**src/rtl/u8v_pkg.sv**
```systemverilog
// Package for the UTF-8 stream validator: status codes, offset limits and the
// per-buffer checking state record. No dependencies.
package u8v_pkg;

    localparam longint unsigned MAX_LEN = 64'd65536;
    localparam longint unsigned OFFSET_CAP_WIDE =
        ((MAX_LEN - 64'd1) < 64'd65535) ? (MAX_LEN - 64'd1) : 64'd65535;
    localparam logic [15:0] OFFSET_CAP = OFFSET_CAP_WIDE[15:0];

    typedef enum logic [1:0] {
        ST_VALID      = 2'd0,
        ST_INVALID    = 2'd1,
        ST_INCOMPLETE = 2'd2
    } t_status;

    typedef struct packed {
        logic [2:0]  bytes_remaining;
        logic [7:0]  lead_value;
        logic        at_second_byte;
        logic        char_invalid;
        logic        failed;
        logic [15:0] fail_offset;
        logic [15:0] char_start;
        logic [15:0] byte_count;
    } t_state;

    localparam t_state STATE_RESET = '{
        bytes_remaining: 3'd0,
        lead_value:      8'd0,
        at_second_byte:  1'b0,
        char_invalid:    1'b0,
        failed:          1'b0,
        fail_offset:     16'd0,
        char_start:      16'd0,
        byte_count:      16'd0
    };

    typedef struct packed {
        t_status     status;
        logic [2:0]  bytes_needed;
        logic [15:0] char_offset;
    } t_result;

endpackage

```
**src/rtl/u8v_if.sv**
```systemverilog
// Valid/ready channel interfaces for the UTF-8 stream validator: the byte
// input channel and the result channel. Depends on u8v_pkg.
interface u8v_byte_if;
    logic       valid;
    logic       ready;
    logic [7:0] data_byte;
    logic       last_byte;

    modport source (output valid, output data_byte, output last_byte, input ready);
    modport sink   (input valid, input data_byte, input last_byte, output ready);
endinterface

interface u8v_result_if;
    import u8v_pkg::*;

    logic        valid;
    logic        ready;
    t_status     status;
    logic [2:0]  bytes_needed;
    logic [15:0] char_offset;

    modport source (output valid, output status, output bytes_needed, output char_offset,
                    input ready);
    modport sink   (input valid, input status, input bytes_needed, input char_offset,
                    output ready);
endinterface

```
**src/rtl/u8v_char_check.sv**
```systemverilog
// Next-state logic of the validator for one byte: lead and trailing byte rules,
// character completion, offset counting and the end-of-buffer verdict.
// Depends on u8v_pkg.
module u8v_char_check (
    input  u8v_pkg::t_state  i_state,
    input  logic [7:0]       i_data_byte,
    input  logic             i_last_byte,
    output u8v_pkg::t_state  o_state,
    output u8v_pkg::t_result o_result
);
    import u8v_pkg::*;

    function automatic logic [2:0] trail_count(input logic [7:0] b);
        logic [2:0] n;
        if (b < 8'hC0)      n = 3'd0;
        else if (b < 8'hE0) n = 3'd1;
        else if (b < 8'hF0) n = 3'd2;
        else if (b < 8'hF8) n = 3'd3;
        else if (b < 8'hFC) n = 3'd4;
        else                n = 3'd5;
        return n;
    endfunction

    function automatic logic first_trail_bad(input logic [7:0] lead, input logic [7:0] b);
        logic bad;
        if (b > 8'hBF) begin
            bad = 1'b1;
        end else begin
            unique case (lead)
                8'hE0:   bad = (b < 8'hA0);
                8'hED:   bad = (b > 8'h9F);
                8'hF0:   bad = (b < 8'h90);
                8'hF4:   bad = (b > 8'h8F);
                default: bad = (b < 8'h80);
            endcase
        end
        return bad;
    endfunction

    t_state n_state;
    logic   trail_bad;
    logic   char_done;

    always_comb begin
        n_state   = i_state;
        trail_bad = 1'b0;
        char_done = 1'b0;
        if (i_state.bytes_remaining == 3'd0) begin
            n_state.char_start      = i_state.byte_count;
            n_state.lead_value      = i_data_byte;
            n_state.bytes_remaining = trail_count(i_data_byte);
            n_state.at_second_byte  = 1'b1;
            n_state.char_invalid    = (i_data_byte >= 8'h80 && i_data_byte < 8'hC2) ||
                                      (i_data_byte > 8'hF4);
            char_done               = (trail_count(i_data_byte) == 3'd0);
        end else begin
            if (i_state.at_second_byte) begin
                trail_bad = first_trail_bad(i_state.lead_value, i_data_byte);
            end else begin
                trail_bad = (i_data_byte < 8'h80) || (i_data_byte > 8'hBF);
            end
            n_state.char_invalid    = i_state.char_invalid | trail_bad;
            n_state.at_second_byte  = 1'b0;
            n_state.bytes_remaining = i_state.bytes_remaining - 3'd1;
            char_done               = (i_state.bytes_remaining == 3'd1);
        end
        if (char_done && n_state.char_invalid && !i_state.failed) begin
            n_state.failed      = 1'b1;
            n_state.fail_offset = n_state.char_start;
        end
        if (i_state.byte_count < OFFSET_CAP) begin
            n_state.byte_count = i_state.byte_count + 16'd1;
        end
    end

    always_comb begin
        if (n_state.failed) begin
            o_result.status       = ST_INVALID;
            o_result.bytes_needed = 3'd0;
            o_result.char_offset  = n_state.fail_offset;
        end else if (n_state.bytes_remaining != 3'd0) begin
            o_result.status       = ST_INCOMPLETE;
            o_result.bytes_needed = n_state.bytes_remaining;
            o_result.char_offset  = n_state.char_start;
        end else begin
            o_result.status       = ST_VALID;
            o_result.bytes_needed = 3'd0;
            o_result.char_offset  = n_state.char_start;
        end
        o_state = i_last_byte ? STATE_RESET : n_state;
    end

endmodule

```
**src/rtl/utf8_stream_validator_unit.sv**
```systemverilog
// UTF-8 stream validator top level.
// A buffer arrives one byte per beat on i_byte; last_byte marks its final beat.
// Each byte is checked against RFC 3629 rules, keeping the legacy lead table in
// which 0xF8-0xFF leads announce four or five trailing bytes and always fail.
// Exactly one result beat leaves on o_result per buffer, after its last byte:
// status valid, invalid or incomplete, the missing byte count of an incomplete
// final character, and the offset of the deciding character (saturating).
// The input register holds each accepted byte; checking it updates the state
// and, for a final byte, loads the result register that drives o_result.
// Throughput: one byte per cycle unless a final byte waits on a full result
// register; the state update after the input register is combinational.
// When the receiver stalls, a waiting result holds; bytes that give no result
// still drain through, and input stops only when a final byte finds the result
// register full. Synchronous active-low reset empties both registers and clears
// the checking state, so the next byte starts a new buffer at offset zero.
// Depends on u8v_pkg, u8v_if and u8v_char_check.
module utf8_stream_validator_unit (
    input  logic                i_clk,
    input  logic                i_rst_n,
    u8v_byte_if.sink            i_byte,
    u8v_result_if.source        o_result
);
    import u8v_pkg::*;

    logic       r_in_valid;
    logic [7:0] r_in_byte;
    logic       r_in_last;
    t_state     r_state;
    logic       r_out_valid;
    t_result    r_out;

    t_state     n_state;
    t_result    n_out;
    logic       advance;

    u8v_char_check u_check (
        .i_state     (r_state),
        .i_data_byte (r_in_byte),
        .i_last_byte (r_in_last),
        .o_state     (n_state),
        .o_result    (n_out)
    );

    assign advance      = r_in_valid && (!r_in_last || !r_out_valid || o_result.ready);
    assign i_byte.ready = !r_in_valid || advance;

    always_ff @(posedge i_clk) begin
        if (!i_rst_n) begin
            r_in_valid  <= 1'b0;
            r_out_valid <= 1'b0;
            r_state     <= STATE_RESET;
        end else begin
            if (i_byte.ready) begin
                r_in_valid <= i_byte.valid;
            end
            if (advance) begin
                r_state <= n_state;
            end
            if (advance && r_in_last) begin
                r_out_valid <= 1'b1;
            end else if (o_result.ready) begin
                r_out_valid <= 1'b0;
            end
        end
    end

    always_ff @(posedge i_clk) begin
        if (i_byte.ready && i_byte.valid) begin
            r_in_byte <= i_byte.data_byte;
            r_in_last <= i_byte.last_byte;
        end
        if (advance && r_in_last) begin
            r_out <= n_out;
        end
    end

    assign o_result.valid        = r_out_valid;
    assign o_result.status       = r_out.status;
    assign o_result.bytes_needed = r_out.bytes_needed;
    assign o_result.char_offset  = r_out.char_offset;

    a_need_incomplete: assert property (@(posedge i_clk) disable iff (!i_rst_n)
        r_out_valid |-> ((r_out.status == ST_INCOMPLETE) == (r_out.bytes_needed != 3'd0)))
        else $error("bytes_needed disagrees with status");

    a_end_clears: assert property (@(posedge i_clk) disable iff (!i_rst_n)
        (advance && r_in_last) |=> (r_state.byte_count == 16'd0 && !r_state.failed))
        else $error("state not cleared after final byte");

    a_fail_offset: assert property (@(posedge i_clk) disable iff (!i_rst_n)
        !r_state.failed |-> (r_state.fail_offset == 16'd0))
        else $error("fail offset set without a failure");

    a_result_held: assert property (@(posedge i_clk) disable iff (!i_rst_n)
        (r_out_valid && !o_result.ready) |=> (r_out_valid && $stable(r_out)))
        else $error("stalled result changed");

    a_count_cap: assert property (@(posedge i_clk) disable iff (!i_rst_n)
        r_state.byte_count <= OFFSET_CAP)
        else $error("byte count beyond cap");

endmodule
```
**src/flat_wrapper.sv**
```systemverilog
// flat-port wrapper written by rule: the top's interface ports become plain ports
module utf8_stream_validator_unit_flat import u8v_pkg::*;
  (i_clk, i_rst_n, i_byte_valid, i_byte_data_byte, i_byte_last_byte, i_byte_ready, o_result_valid, o_result_status, o_result_bytes_needed, o_result_char_offset, o_result_ready);
  u8v_byte_if i_byte_i ();
  u8v_result_if o_result_i ();
  input  logic i_clk;
  input  logic i_rst_n;
  input wire logic [$bits(i_byte_i.valid)-1:0] i_byte_valid;
  input wire logic [$bits(i_byte_i.data_byte)-1:0] i_byte_data_byte;
  input wire logic [$bits(i_byte_i.last_byte)-1:0] i_byte_last_byte;
  output wire logic [$bits(i_byte_i.ready)-1:0] i_byte_ready;
  output wire logic [$bits(o_result_i.valid)-1:0] o_result_valid;
  output wire logic [$bits(o_result_i.status)-1:0] o_result_status;
  output wire logic [$bits(o_result_i.bytes_needed)-1:0] o_result_bytes_needed;
  output wire logic [$bits(o_result_i.char_offset)-1:0] o_result_char_offset;
  input wire logic [$bits(o_result_i.ready)-1:0] o_result_ready;
  assign i_byte_i.valid = i_byte_valid;
  assign i_byte_i.data_byte = i_byte_data_byte;
  assign i_byte_i.last_byte = i_byte_last_byte;
  assign i_byte_ready = i_byte_i.ready;
  assign o_result_valid = o_result_i.valid;
  assign o_result_status = o_result_i.status;
  assign o_result_bytes_needed = o_result_i.bytes_needed;
  assign o_result_char_offset = o_result_i.char_offset;
  assign o_result_i.ready = o_result_ready;
  utf8_stream_validator_unit u_core (.i_clk(i_clk), .i_rst_n(i_rst_n), .i_byte(i_byte_i), .o_result(o_result_i));
endmodule
```
**config.mk**
```make
export PLATFORM = sky130hd
export DESIGN_NAME = utf8_stream_validator_unit_flat
export DESIGN_NICKNAME = d
export VERILOG_FILES = /design/src/rtl/u8v_pkg.sv /design/src/rtl/u8v_if.sv /design/src/rtl/u8v_char_check.sv /design/src/rtl/utf8_stream_validator_unit.sv /design/src/flat_wrapper.sv
export SDC_FILE = /design/constraint.sdc
export NUM_CORES = 1
export LEC_CHECK = 0
export ABC_AREA = 0
export BUFFER_PORTS_ARGS = -buffer_cell sky130_fd_sc_hd__buf_2
export CAP_MARGIN = 0
export CORE_MARGIN = 5
export CORE_UTILIZATION = 45
export CTS_CLUSTER_DIAMETER = 120
export DETAILED_ROUTE_END_ITERATION = 8
export GPL_ROUTABILITY_DRIVEN = 0
export GPL_TIMING_DRIVEN = 0
export SETUP_SLACK_MARGIN = 0.3
export SLEW_MARGIN = 40
export SYNTH_ARGS = -nofsm -noshare
export SYNTH_HDL_FRONTEND = slang
export SYNTH_SLANG_ARGS = --single-unit
```
**constraint.sdc**
```tcl
create_clock -name i_clk -period 2.4 [get_ports i_clk]
set_clock_uncertainty 0.1 [all_clocks]
set_input_delay 0.36 -clock i_clk [delete_from_list [all_inputs] [get_ports i_clk]]
set_output_delay 0.36 -clock i_clk [all_outputs]
set_load 0.02 [all_outputs]
```
==> out/qor.log, run 1 <==
[final_layout] # diodes 0
[placed_design] input/output buffers 34
[synthesis] share of synthesized area occupied by flip-flops and latches 51.46%
[route] number of vias in the routed layout 3,047
[floorplan] die height 107.1 um
[clocking] number of buffers added by the clock tree synthesis step 9
[hold_path] worst hold endpoint u_core.r_in_byte[3]
[timing] pins over their slew limit 0
[route] drt first pass iters 4
[setup_path] capture point of the worst reg-to-reg path u_core.r_state[45]
[timing] worst relative slew slack 49.58%
[outcome] outcome complete, no violations
[synthesis] Syn Area/Cell 10.99 um2
[placed_design] post-detail-place hpwl 5.915 mm
[timing] unrepaired setup endpoints after global routing yes
[floorplan] core area 9196 um2
[timing] minimum hold slack 0.06270 ns
[synthesis] top_reg_cell synth sky130_fd_sc_hd__dfxtp_1
[setup_path] cell chain of the critical path or4_1, o21ai_2, a211oi_2, a211oi_4, buf_4, a21oi_4, buf_8, o2bb2ai_2
[setup_path] arrival time reported for the critical path endpoint 2.40 ns
[clocking] post-CTS clock slew at the launch and capture registers of the worst setup and hold paths 0.09 ns
[timing] fin crit period 2.235 ns
[hold_path] Hold Startpoint i_byte_data_byte[3]
[global_route] largest net degree at the start of global routing 22
[global_route] GRT Overall Usage 16.36%
[clocking] TritonCTS clock tree done
[global_route] vias in the first global route 2,868
[pwr] largest vdd supply drop 0.0002762 V
[setup_path] crit path max fanout 5
[setup_path] data required time at the worst endpoint 2.56 ns
[route] final routed DRC violation total 0
[timing] total setup violations reported at the end of the flow 0
[final_layout] fraction of layout instances using a drive strength above 1 32.10%
[setup_path] reg-to-reg startpoint u_core.r_in_byte[5]
[floorplan] die width 107.1 um
[global_route] global-route wire length before repair 14.70 mm
[route] Post-DRT Antenna Nets 0
[route] via/cell ratio 5.327
[final_layout] net count reported at finish 473
[synthesis] top area cells in the synthesized netlist sky130_fd_sc_hd__dfxtp_1, sky130_fd_sc_hd__edfxtp_1, sky130_fd_sc_hd__mux2i_1
[floorplan] full die area 11,460 um2
[synthesis] number of synthesized flops with an enable pin 30
[hold_path] hold-critical path depth 1
[floorplan] number of placed I/O pins 36
[synthesis] Async SR Flop Fraction 0%
[synthesis] flip-flop and latch count after synthesis 94
[route] count of routing violations after the opening detailed-route iteration 132
[setup_path] CP endpoint kind register
[hold_path] min-delay worst type in -> reg
[floorplan] initial core utilization 46.11%
[setup_path] crit start category register
[synthesis] Post-Synthesis Cell Area 4240 um2
[timing] period utilisation layout 93.10%
[final_layout] commonest cells after routing, fill and taps aside sky130_fd_sc_hd__dfxtp_1, sky130_fd_sc_hd__buf_2, sky130_fd_sc_hd__nor2b_1, sky130_fd_sc_hd__edfxtp_1
[final_layout] most frequent standard cell in the layout excluding fill and tap cells sky130_fd_sc_hd__dfxtp_1
[final_layout] signed area change from the synthesized netlist to the final layout 22.66%
[timing] highest clock rate 447.5 MHz
[run] count of max-cap constraint violations 0
[setup_path] Critical-path top delay cell sky130_fd_sc_hd__or4_1
[setup_path] number of cells on the worst reg-to-reg path 8
[synthesis] area leader, netlist sky130_fd_sc_hd__dfxtp_1
[setup_path] WS Path Type reg -> reg
[clocking] CTS root buf sky130_fd_sc_hd__clkbuf_8
[route] WL/cell 15.76 um
[setup_path] delay of the slowest critical-path stage 0.51 ns
[timing] worst slew pin tran 0.7564 ns
[final_layout] Post-Route Utilization 56.56%
[floorplan] standard-cell rows 35
[pwr] power density of the placed cells 579.5 nW/um2
[setup_path] setup slack on the worst flop-to-flop path 0.17 ns
[synthesis] fraction of synthesized cell area taken by the top area cell type 30.22%
[timing] final sum of negative setup slack 0 ns
[setup_path] source of the critical timing path u_core.r_in_byte[5]
[clocking] htree depth 3
[clocking] total clock sinks 94
[synthesis] Post-Synthesis Net Count 403
[synthesis] number of warnings printed during yosys synthesis 0
[route] total wire length 9.012 mm
[clocking] hold bufs inserted after CTS 0
[synthesis] Post-Syn Instances 386
[clocking] clock latency on the worst-skew pair 0.37 ns
[final_layout] layout filler cell count 809
[timing] final hold vios 0
[global_route] initial antenna violation count 0
[synthesis] number of different library cells in the post-synthesis netlist 61
[pwr] LEAKAGE 1.758 nW
[clocking] maximum root-to-sink buffer count 2
[global_route] sum of overflow across all layers after global routing 0
worst max-delay path, delay by kind of cell, from the launching register on:
family | cells | cell delay (ns)
AO/OA/AOI/OAI | 5 | 0.71
buffers and inverters | 2 | 0.34
flip-flops | 1 | 0.45
AND/OR/NAND/NOR | 1 | 0.51
report_power, final:
group / internal (mW) / total, mW / switching [mW]
Sequential: 1.67 / 1.69 / 0.0194
Clock: 0.480 / 1.04 / 0.556
Combinational: 0.126 / 0.289 / 0.163
Total: 2.28 / 3.01 / 0.739
synth_stat cells (all sizes together) (2+ instances only):
cell type / number
dfxtp: 64
edfxtp: 30
nor2b: 30
mux2i: 27
nor2: 26
a22oi: 24
inv: 23
nand2: 20
o2bb2ai: 14
clkbuf: 12
o21ai: 10
xnor2: 10
a21oi: 8
buf: 8
nand3: 7
nor3: 6
a211oi: 5
a21boi: 5
nand4: 5
and2: 4
ha: 4
a31oi: 3
a32oi: 3
nand2b: 3
o22ai: 3
a211o: 2
and3: 2
and3b: 2
mux2: 2
nand3b: 2
o211ai: 2
o21a: 2
or3: 2
or4: 2
xor2: 2
kinds of logic (layout without fill, tap and decap cells):
group           count (synthesis)  after routing  synth area share [%]
fa+ha+maj                       4              4                 1.180
simple gates                  117            117                 15.28
mux                            29             29                 6.905
xor+xnor                       12             12                 2.479
buf+inv                        43            118                 4.839
flops                          94             94                 51.46
compound gates                 87             87                 17.85
sequential cells by signal, summed over array words and instances (netlist names):
name                          count
u_core.o_result.status            2
u_core.o_result.valid             1
u_core.r_in_byte                  8
u_core.r_in_last                  1
u_core.r_state                   62
u_core.r_in_valid                 1
u_core.o_result.char_offset      16
u_core.o_result.bytes_needed      3
timing repair:
action / in CTS / in global routing
setup buffers: 14 / 9
pin swaps: 19 / 9
cloned: 2 / 0
gates resized for setup: 30 / 36
endpoints found under the setup margin: 65 / 63
hold endpoints to repair: 0 / 0
metal layers:
metal / share of wire (%) / GRT usage [%] / vias to the layer above
met5: 0 / 0 / -
met1: 46 / 21.10 / 1446
met4: 1.3 / 5.753 / 0
met2: 49 / 26.99 / 52
met3: 3.8 / 3.612 / 10
li1: - / - / 1539
cell type report:
cell class	instances	area, um2	area share (%)
plain buffers	20	176.4	3.392
clock buffers	10	127.6	2.454
clock inverters	6	62.56	1.203
inverters	23	91.34	1.756
multi-input cells	249	2001	38.47
flip-flops and latches	94	2197	42.24
well taps	111	138.9	2.670
repair buffers	59	406.6	7.818
worst max-delay path by stage:
stage,endpoint,depth (start not counted)
after floorplan,u_core.r_state[40],7
after global placement,u_core.o_result.char_offset[14],8
after detailed placement,u_core.o_result.char_offset[14],8
after CTS,u_core.r_state[47],8
after global routing,u_core.r_state[34],8
final,u_core.r_state[45],8
per-stage QoR:
stage / total power [mW] / instance area [um2] / setup WS [ns] / std cells
2_1_floorplan: 1.882 / 4247 / 0.2560 / 386
3_3_place_gp: 1.947 / 4556 / -0.04808 / 531
3_5_place_dp: 1.952 / 4567 / -0.1006 / 531
4_1_cts: 3.023 / 5017 / 0.1130 / 563
5_1_grt: 3.141 / 5201 / 0.08116 / 572
6_report: 3.014 / 5201 / 0.1655 / 572
(Power assumes the default switching activity.)
==> run 2, diff against run 1 <==
--- a/config.mk
+++ b/config.mk
@@ -8,6 +8,7 @@
 export ABC_AREA = 0
 export BUFFER_PORTS_ARGS = -buffer_cell sky130_fd_sc_hd__buf_2
 export CAP_MARGIN = 0
+export CORE_ASPECT_RATIO = 1.5
 export CORE_MARGIN = 5
 export CORE_UTILIZATION = 45
 export CTS_CLUSTER_DIAMETER = 120
==> constraint.sdc (replaced) <==
create_clock -name i_clk -period 2.29 [get_ports i_clk]
set_clock_uncertainty 0.1 [all_clocks]
set_input_delay 0.3435 -clock i_clk [delete_from_list [all_inputs] [get_ports i_clk]]
set_output_delay 0.3435 -clock i_clk [all_outputs]
set_load 0.02 [all_outputs]
==> run 2 against run 1 <==
Against the previous run: combinational power rose by 12%; largest power group unchanged; fmax fell by 3.2%; the run now ends with setup timing left; non-clock buffer count rose by 5; worst setup slack got worse by 0.18 ns; routed wire length rose by 10%.
==> out/qor.log, run 2 (synthesis gave the netlist of run 1 again) <==
[setup_path] arrival time reported for the critical path endpoint 2.44 ns
[final_layout] net count reported at finish 478
[timing] unrepaired setup endpoints after global routing yes
[route] Post-DRT Antenna Nets 0
[timing] pins over their slew limit 0
[floorplan] initial core utilization 45.82%
[final_layout] signed area change from the synthesized netlist to the final layout 31.63%
[setup_path] CP endpoint kind register
[clocking] total clock sinks 94
[clocking] hold bufs inserted after CTS 0
[clocking] maximum root-to-sink buffer count 2
[placed_design] post-detail-place hpwl 6.240 mm
[pwr] power share of the clock group 41.2%
[timing] period utilisation layout 100.8%
[timing] worst relative slew slack 49.56%
[clocking] post-CTS clock slew at the launch and capture registers of the worst setup and hold paths 0.06 ns
[floorplan] core area 9254 um2
[floorplan] full die area 11,500 um2
[clocking] CTS root buf sky130_fd_sc_hd__clkbuf_16
[route] number of vias in the routed layout 3,191
[route] via/cell ratio 5.521
[route] total wire length 9.909 mm
[setup_path] data required time at the worst endpoint 2.42 ns
[route] count of routing violations after the opening detailed-route iteration 175
[final_layout] register area 2212 um2
[placed_design] dpl ws -0.1726 ns
[final_layout] commonest cells after routing, fill and taps aside sky130_fd_sc_hd__dfxtp_1, sky130_fd_sc_hd__buf_2, sky130_fd_sc_hd__nor2b_1, sky130_fd_sc_hd__edfxtp_1, sky130_fd_sc_hd__buf_4
[timing] fin crit period 2.309 ns
[run] count of max-cap constraint violations 0
[clocking] TritonCTS clock tree done
[timing] total setup violations reported at the end of the flow 10
[final_layout] layout filler cell count 781
[final_layout] most frequent standard cell in the layout excluding fill and tap cells sky130_fd_sc_hd__dfxtp_1
[global_route] sum of overflow across all layers after global routing 0
[pwr] logic gate share of total power 9.1%
[route] WL/cell 17.14 um
[final_layout] register containing the most flip-flops in the final layout u_core.r_state
[hold_path] min-delay worst type in -> reg
[floorplan] number of placed I/O pins 36
[clocking] clock latency on the worst-skew pair 0.34 ns
[placed_design] cell total after placement 532
[floorplan] die height 128.9 um
[outcome] failing checks setup timing
[route] drt first pass iters 4
[route] final routed DRC violation total 0
[final_layout] area used by multi-input combinational logic 2202 um2
[global_route] vias in the first global route 3,078
[final_layout] fraction of layout instances using a drive strength above 1 37.55%
[outcome] outcome finished, violations left
[floorplan] standard-cell rows 43
[clocking] number of buffers added by the clock tree synthesis step 9
[global_route] largest net degree at the start of global routing 22
[final_layout] Largest register FFs 62
[final_layout] # diodes 0
[final_layout] final non-filler cell total 578
[pwr] sequential share of power 49.8%
[clocking] htree depth 3
[floorplan] die width 89.26 um
[pwr] Psw 0.8033 mW
[global_route] initial antenna violation count 0
[global_route] GRT Overall Usage 16.90%
[global_route] global-route wire length before repair 15.03 mm
[timing] highest clock rate 433.0 MHz
[timing] worst slew pin tran 0.7566 ns
[setup_path] crit path max fanout 10
[pwr] cell internal power dissipation 2.752 mW
[pwr] LEAKAGE 1.946 nW
[pwr] power density of the placed cells 637.0 nW/um2
[timing] post-route worst setup slack -0.01930 ns
[timing] final hold vios 0
[pwr] largest vdd supply drop 0.0004384 V
[pwr] Net Sw Frac 22.59%
[placed_design] input/output buffers 34
[setup_path] crit start category register
[setup_path] WS Path Type reg -> reg
run 2: changes by cell type in the layout (fill, tap and decap cells not counted), sizes merged:
cell    before  now
clkbuf      19   22
clkinv       5    4
buf         70   73
run 2: routing by layer:
metal | track usage, % | share of wire [%] | vias to the layer above
met5 | 0 | 0 | -
met4 | 8.326 | 2.5 | 0
met3 | 3.587 | 3.0 | 21
met2 | 28.44 | 54 | 54
met1 | 20.01 | 40 | 1572
li1 | - | - | 1544
run 2: cell type report:
type / count / share of cell area (%)
flip-flops and latches: 94 / 39.63
repair buffers: 64 / 8.137
well taps: 112 / 2.511
clock inverters: 5 / 0.8742
clock buffers: 11 / 4.349
multi-input cells: 249 / 39.45
plain buffers: 20 / 3.362
inverters: 23 / 1.681
run 2: timing repair:
action / in CTS / in global routing
setup endpoints to repair: 65 / 56
gates resized for setup: 50 / 58
pin swaps: 10 / 22
setup buffers: 14 / 14
gates cloned: 0 / 2
run 2: path summary, 6_finish.rpt:
path / start / endpoint / slack (ns) / cells after the start
setup / recovery: u_core.r_in_byte[3] / u_core.r_state[38] / -0.02 / 8
setup reg to reg: u_core.r_in_byte[3] / u_core.r_state[38] / -0.02 / 8
hold reg to reg: u_core.r_state[34] / u_core.r_state[34] / 0.37 / 1
hold / removal: i_byte_data_byte[3] / u_core.r_in_byte[3] / 0.08 / 1
run 2: stage by stage:
step / hold WS [ns] / util (%) / power, mW / cell area [um2] / setup TNS [ns]
2_1_floorplan: 0.3309 / - / 1.973 / 4252 / 0
3_3_place_gp: 0.3441 / 49.30 / 2.043 / 4562 / -1.667
3_5_place_dp: 0.3490 / 49.42 / 2.047 / 4573 / -3.302
4_1_cts: 0.06933 / 55.56 / 3.553 / 5141 / -0.06636
5_1_grt: 0.07269 / 60.32 / 3.691 / 5582 / -0.7804
6_report: 0.08012 / 60.32 / 3.555 / 5582 / -0.08012
run 2: worst max-delay path, stage by stage (launching register included):
cell and delay (ns):
sky130_fd_sc_hd__edfxtp_1 0.46, sky130_fd_sc_hd__or4_4 0.56, sky130_fd_sc_hd__o21ai_4 0.17, sky130_fd_sc_hd__a211oi_2 0.10, sky130_fd_sc_hd__a211oi_4 0.22, sky130_fd_sc_hd__buf_6 0.16, sky130_fd_sc_hd__a21oi_4 0.11, sky130_fd_sc_hd__buf_12 0.18
sky130_fd_sc_hd__o2bb2ai_2 0.12
run 2: power groups by stage:
stage	registers, mW	clock network [mW]	logic (mW)
detailed placement	1.81	0	0.236
floorplan	1.82	0	0.151
finish	1.77	1.46	0.323
CTS	1.77	1.50	0.283
global placement	1.81	0	0.232
global route	1.77	1.58	0.345
==> run 3, diff against run 2 <==
--- a/config.mk
+++ b/config.mk
@@ -16,6 +16,7 @@
 export GPL_ROUTABILITY_DRIVEN = 0
 export GPL_TIMING_DRIVEN = 0
 export SETUP_SLACK_MARGIN = 0.3
+export SKIP_CTS_REPAIR_TIMING = 1
 export SLEW_MARGIN = 40
 export SYNTH_ARGS = -nofsm -noshare
 export SYNTH_HDL_FRONTEND = slang
==> run 3 against run 2 <==
Against the previous run: the flow still finishes with violations (setup timing); via count shrank 1.6%; first-iteration DRC count shrank 7.4%; non-clock buffer count shrank 6; critical path type unchanged; largest power group unchanged.
==> out/qor.log, run 3 (synthesis gave the netlist of run 1 again) <==
[outcome] outcome finished, violations left
[outcome] failing checks setup timing
[setup_path] crit path max fanout 7
[final_layout] Post-Route Utilization 58.91%
[setup_path] WS Path Type reg -> reg
[global_route] vias in the first global route 2,951
[setup_path] crit start category register
[route] total wire length 9.635 mm
[timing] unrepaired setup endpoints after global routing yes
[final_layout] fraction of layout instances using a drive strength above 1 35.87%
[pwr] power density of the placed cells 649.2 nW/um2
[global_route] largest net degree at the start of global routing 22
[clocking] total clock sinks 94
[global_route] global-route wire length before repair 14.17 mm
[final_layout] final non-filler cell total 572
[floorplan] number of placed I/O pins 36
[hold_path] Hold Startpoint i_byte_data_byte[3]
[setup_path] setup slack on the worst flop-to-flop path -0.07 ns
[timing] final sum of negative setup slack -0.6134 ns
[route] final routed DRC violation total 0
[final_layout] # diodes 0
[timing] total setup violations reported at the end of the flow 14
[setup_path] data required time at the worst endpoint 2.46 ns
[setup_path] number of cells on the worst reg-to-reg path 8
[pwr] logic gate share of total power 8.7%
[clocking] post-CTS clock slew at the launch and capture registers of the worst setup and hold paths 0.06 ns
[floorplan] core area 9254 um2
[setup_path] arrival time reported for the critical path endpoint 2.53 ns
[setup_path] CP endpoint kind register
[timing] worst relative slew slack 49.35%
[final_layout] net count reported at finish 472
[setup_path] Critical-path top delay cell sky130_fd_sc_hd__edfxtp_1
[floorplan] full die area 11,500 um2
[timing] post-route worst setup slack -0.07133 ns
[timing] fin crit period 2.361 ns
[final_layout] layout filler cell count 792
[pwr] power share of the clock group 41.1%
[route] via/cell ratio 5.488
[setup_path] capture point of the worst reg-to-reg path u_core.r_state[36]
[timing] period utilisation layout 103.1%
[timing] highest clock rate 423.5 MHz
[pwr] sequential share of power 50.2%
[setup_path] reg-to-reg startpoint u_core.r_in_byte[5]
[floorplan] die height 128.9 um
[placed_design] post-detail-place hpwl 6.240 mm
[clocking] clock latency on the worst-skew pair 0.33 ns
[final_layout] register area 2205 um2
[pwr] LEAKAGE 1.870 nW
[pwr] cell internal power dissipation 2.748 mW
[timing] worst slew pin tran 0.7597 ns
[final_layout] register containing the most flip-flops in the final layout u_core.r_state
[hold_path] min-delay worst type in -> reg
[floorplan] standard-cell rows 43
[pwr] power after layout 3.539 mW
[setup_path] cell chain of the critical path a211o_1, a211oi_2, o2111ai_4, a211oi_4, buf_6, nand3_4, clkbuf_16, o2bb2ai_2
[route] drt first pass iters 4
[hold_path] hold-critical path depth 1
[clocking] htree depth 3
[placed_design] input/output buffers 34
[run] count of max-cap constraint violations 0
[final_layout] area used by multi-input combinational logic 2148 um2
[hold_path] worst hold endpoint u_core.r_in_byte[3]
[global_route] initial antenna violation count 0
[route] count of routing violations after the opening detailed-route iteration 162
[setup_path] delay of the slowest critical-path stage 0.52 ns
[floorplan] die width 89.26 um
[final_layout] commonest cells after routing, fill and taps aside sky130_fd_sc_hd__dfxtp_1, sky130_fd_sc_hd__buf_2, sky130_fd_sc_hd__nor2b_1, sky130_fd_sc_hd__edfxtp_1, sky130_fd_sc_hd__a22oi_1
[clocking] TritonCTS clock tree done
[route] Post-DRT Antenna Nets 0
[global_route] sum of overflow across all layers after global routing 0
[clocking] CTS root buf sky130_fd_sc_hd__clkbuf_16
[final_layout] most frequent standard cell in the layout excluding fill and tap cells sky130_fd_sc_hd__dfxtp_1
[pwr] Net Sw Frac 22.37%
[final_layout] Largest register FFs 62
[clocking] maximum root-to-sink buffer count 2
[route] WL/cell 16.84 um
[global_route] GRT Overall Usage 15.97%
[timing] pins over their slew limit 0
[pwr] largest vdd supply drop 0.0004352 V
[route] number of vias in the routed layout 3,139
[pwr] Psw 0.7918 mW
[final_layout] signed area change from the synthesized netlist to the final layout 28.56%
[clocking] number of buffers added by the clock tree synthesis step 9
[placed_design] cell total after placement 532
[floorplan] initial core utilization 45.82%
[timing] final hold vios 0
run 3: cell types whose count changed in the layout (fill, tap and decap cells not counted), sizes merged:
cell / delta
buf: -6
run 3: metrics by stage:
step / worst slack (ns) / area, um2 / hold slack, ns
finish: -0.07133 / 5451 / 0.08384
global route: -0.1292 / 5451 / 0.07272
CTS: -0.1803 / 4865 / 0.06933
detailed placement: -0.1726 / 4573 / 0.3490
global placement: -0.1202 / 4562 / 0.3441
floorplan: 0.1496 / 4252 / 0.3309
run 3: area by class of cell:
class	count	share of cell area, %
Timing Repair Buffer	58	7.299
Buffer	20	3.213
Clock inverter	5	0.8951
Multi-Input combinational cell	249	39.41
Tap cell	112	2.571
Sequential cell	94	40.44
Clock buffer	11	4.453
Inverter	23	1.721
run 3: layer usage:
metal	track usage (%)	vias to the layer above	share of wire, %
met5	0	-	0
met4	9.202	0	2.4
met3	3.331	18	3.3
met2	26.27	59	54
met1	18.89	1530	41
li1	-	1532	-
run 3: how the worst max path moves through the flow:
| stage | slack [ns] | start | cells past startpoint | endpoint |
|---|---|---|---|---|
| after floorplan | 0.15 | u_core.r_in_byte[3] | 7 | u_core.r_state[40] |
| after global placement | -0.12 | u_core.r_in_byte[4] | 7 | u_core.r_state[45] |
| after detailed placement | -0.17 | u_core.r_in_byte[4] | 7 | u_core.r_state[45] |
| after CTS | -0.18 | u_core.r_in_byte[4] | 7 | u_core.r_state[45] |
| after global routing | -0.13 | u_core.r_in_byte[4] | 9 | u_core.r_state[36] |
| final | -0.07 | u_core.r_in_byte[5] | 8 | u_core.r_state[36] |
run 3: critical path, delay by kind of cell (launching register included):
family / cells / cell delay, ns
flops: 1 / 0.52
simple gates: 1 / 0.14
compound gates: 5 / 1.16
buf+inv: 2 / 0.37
run 3: power by group through the flow:
stage / Clock [mW] / Sequential (mW) / Combinational, mW
6_report: 1.46 / 1.78 / 0.308
5_1_grt: 1.58 / 1.78 / 0.330
4_1_cts: 1.50 / 1.77 / 0.237
3_5_place_dp: 0 / 1.81 / 0.236
3_3_place_gp: 0 / 1.81 / 0.232
2_1_floorplan: 0 / 1.82 / 0.151
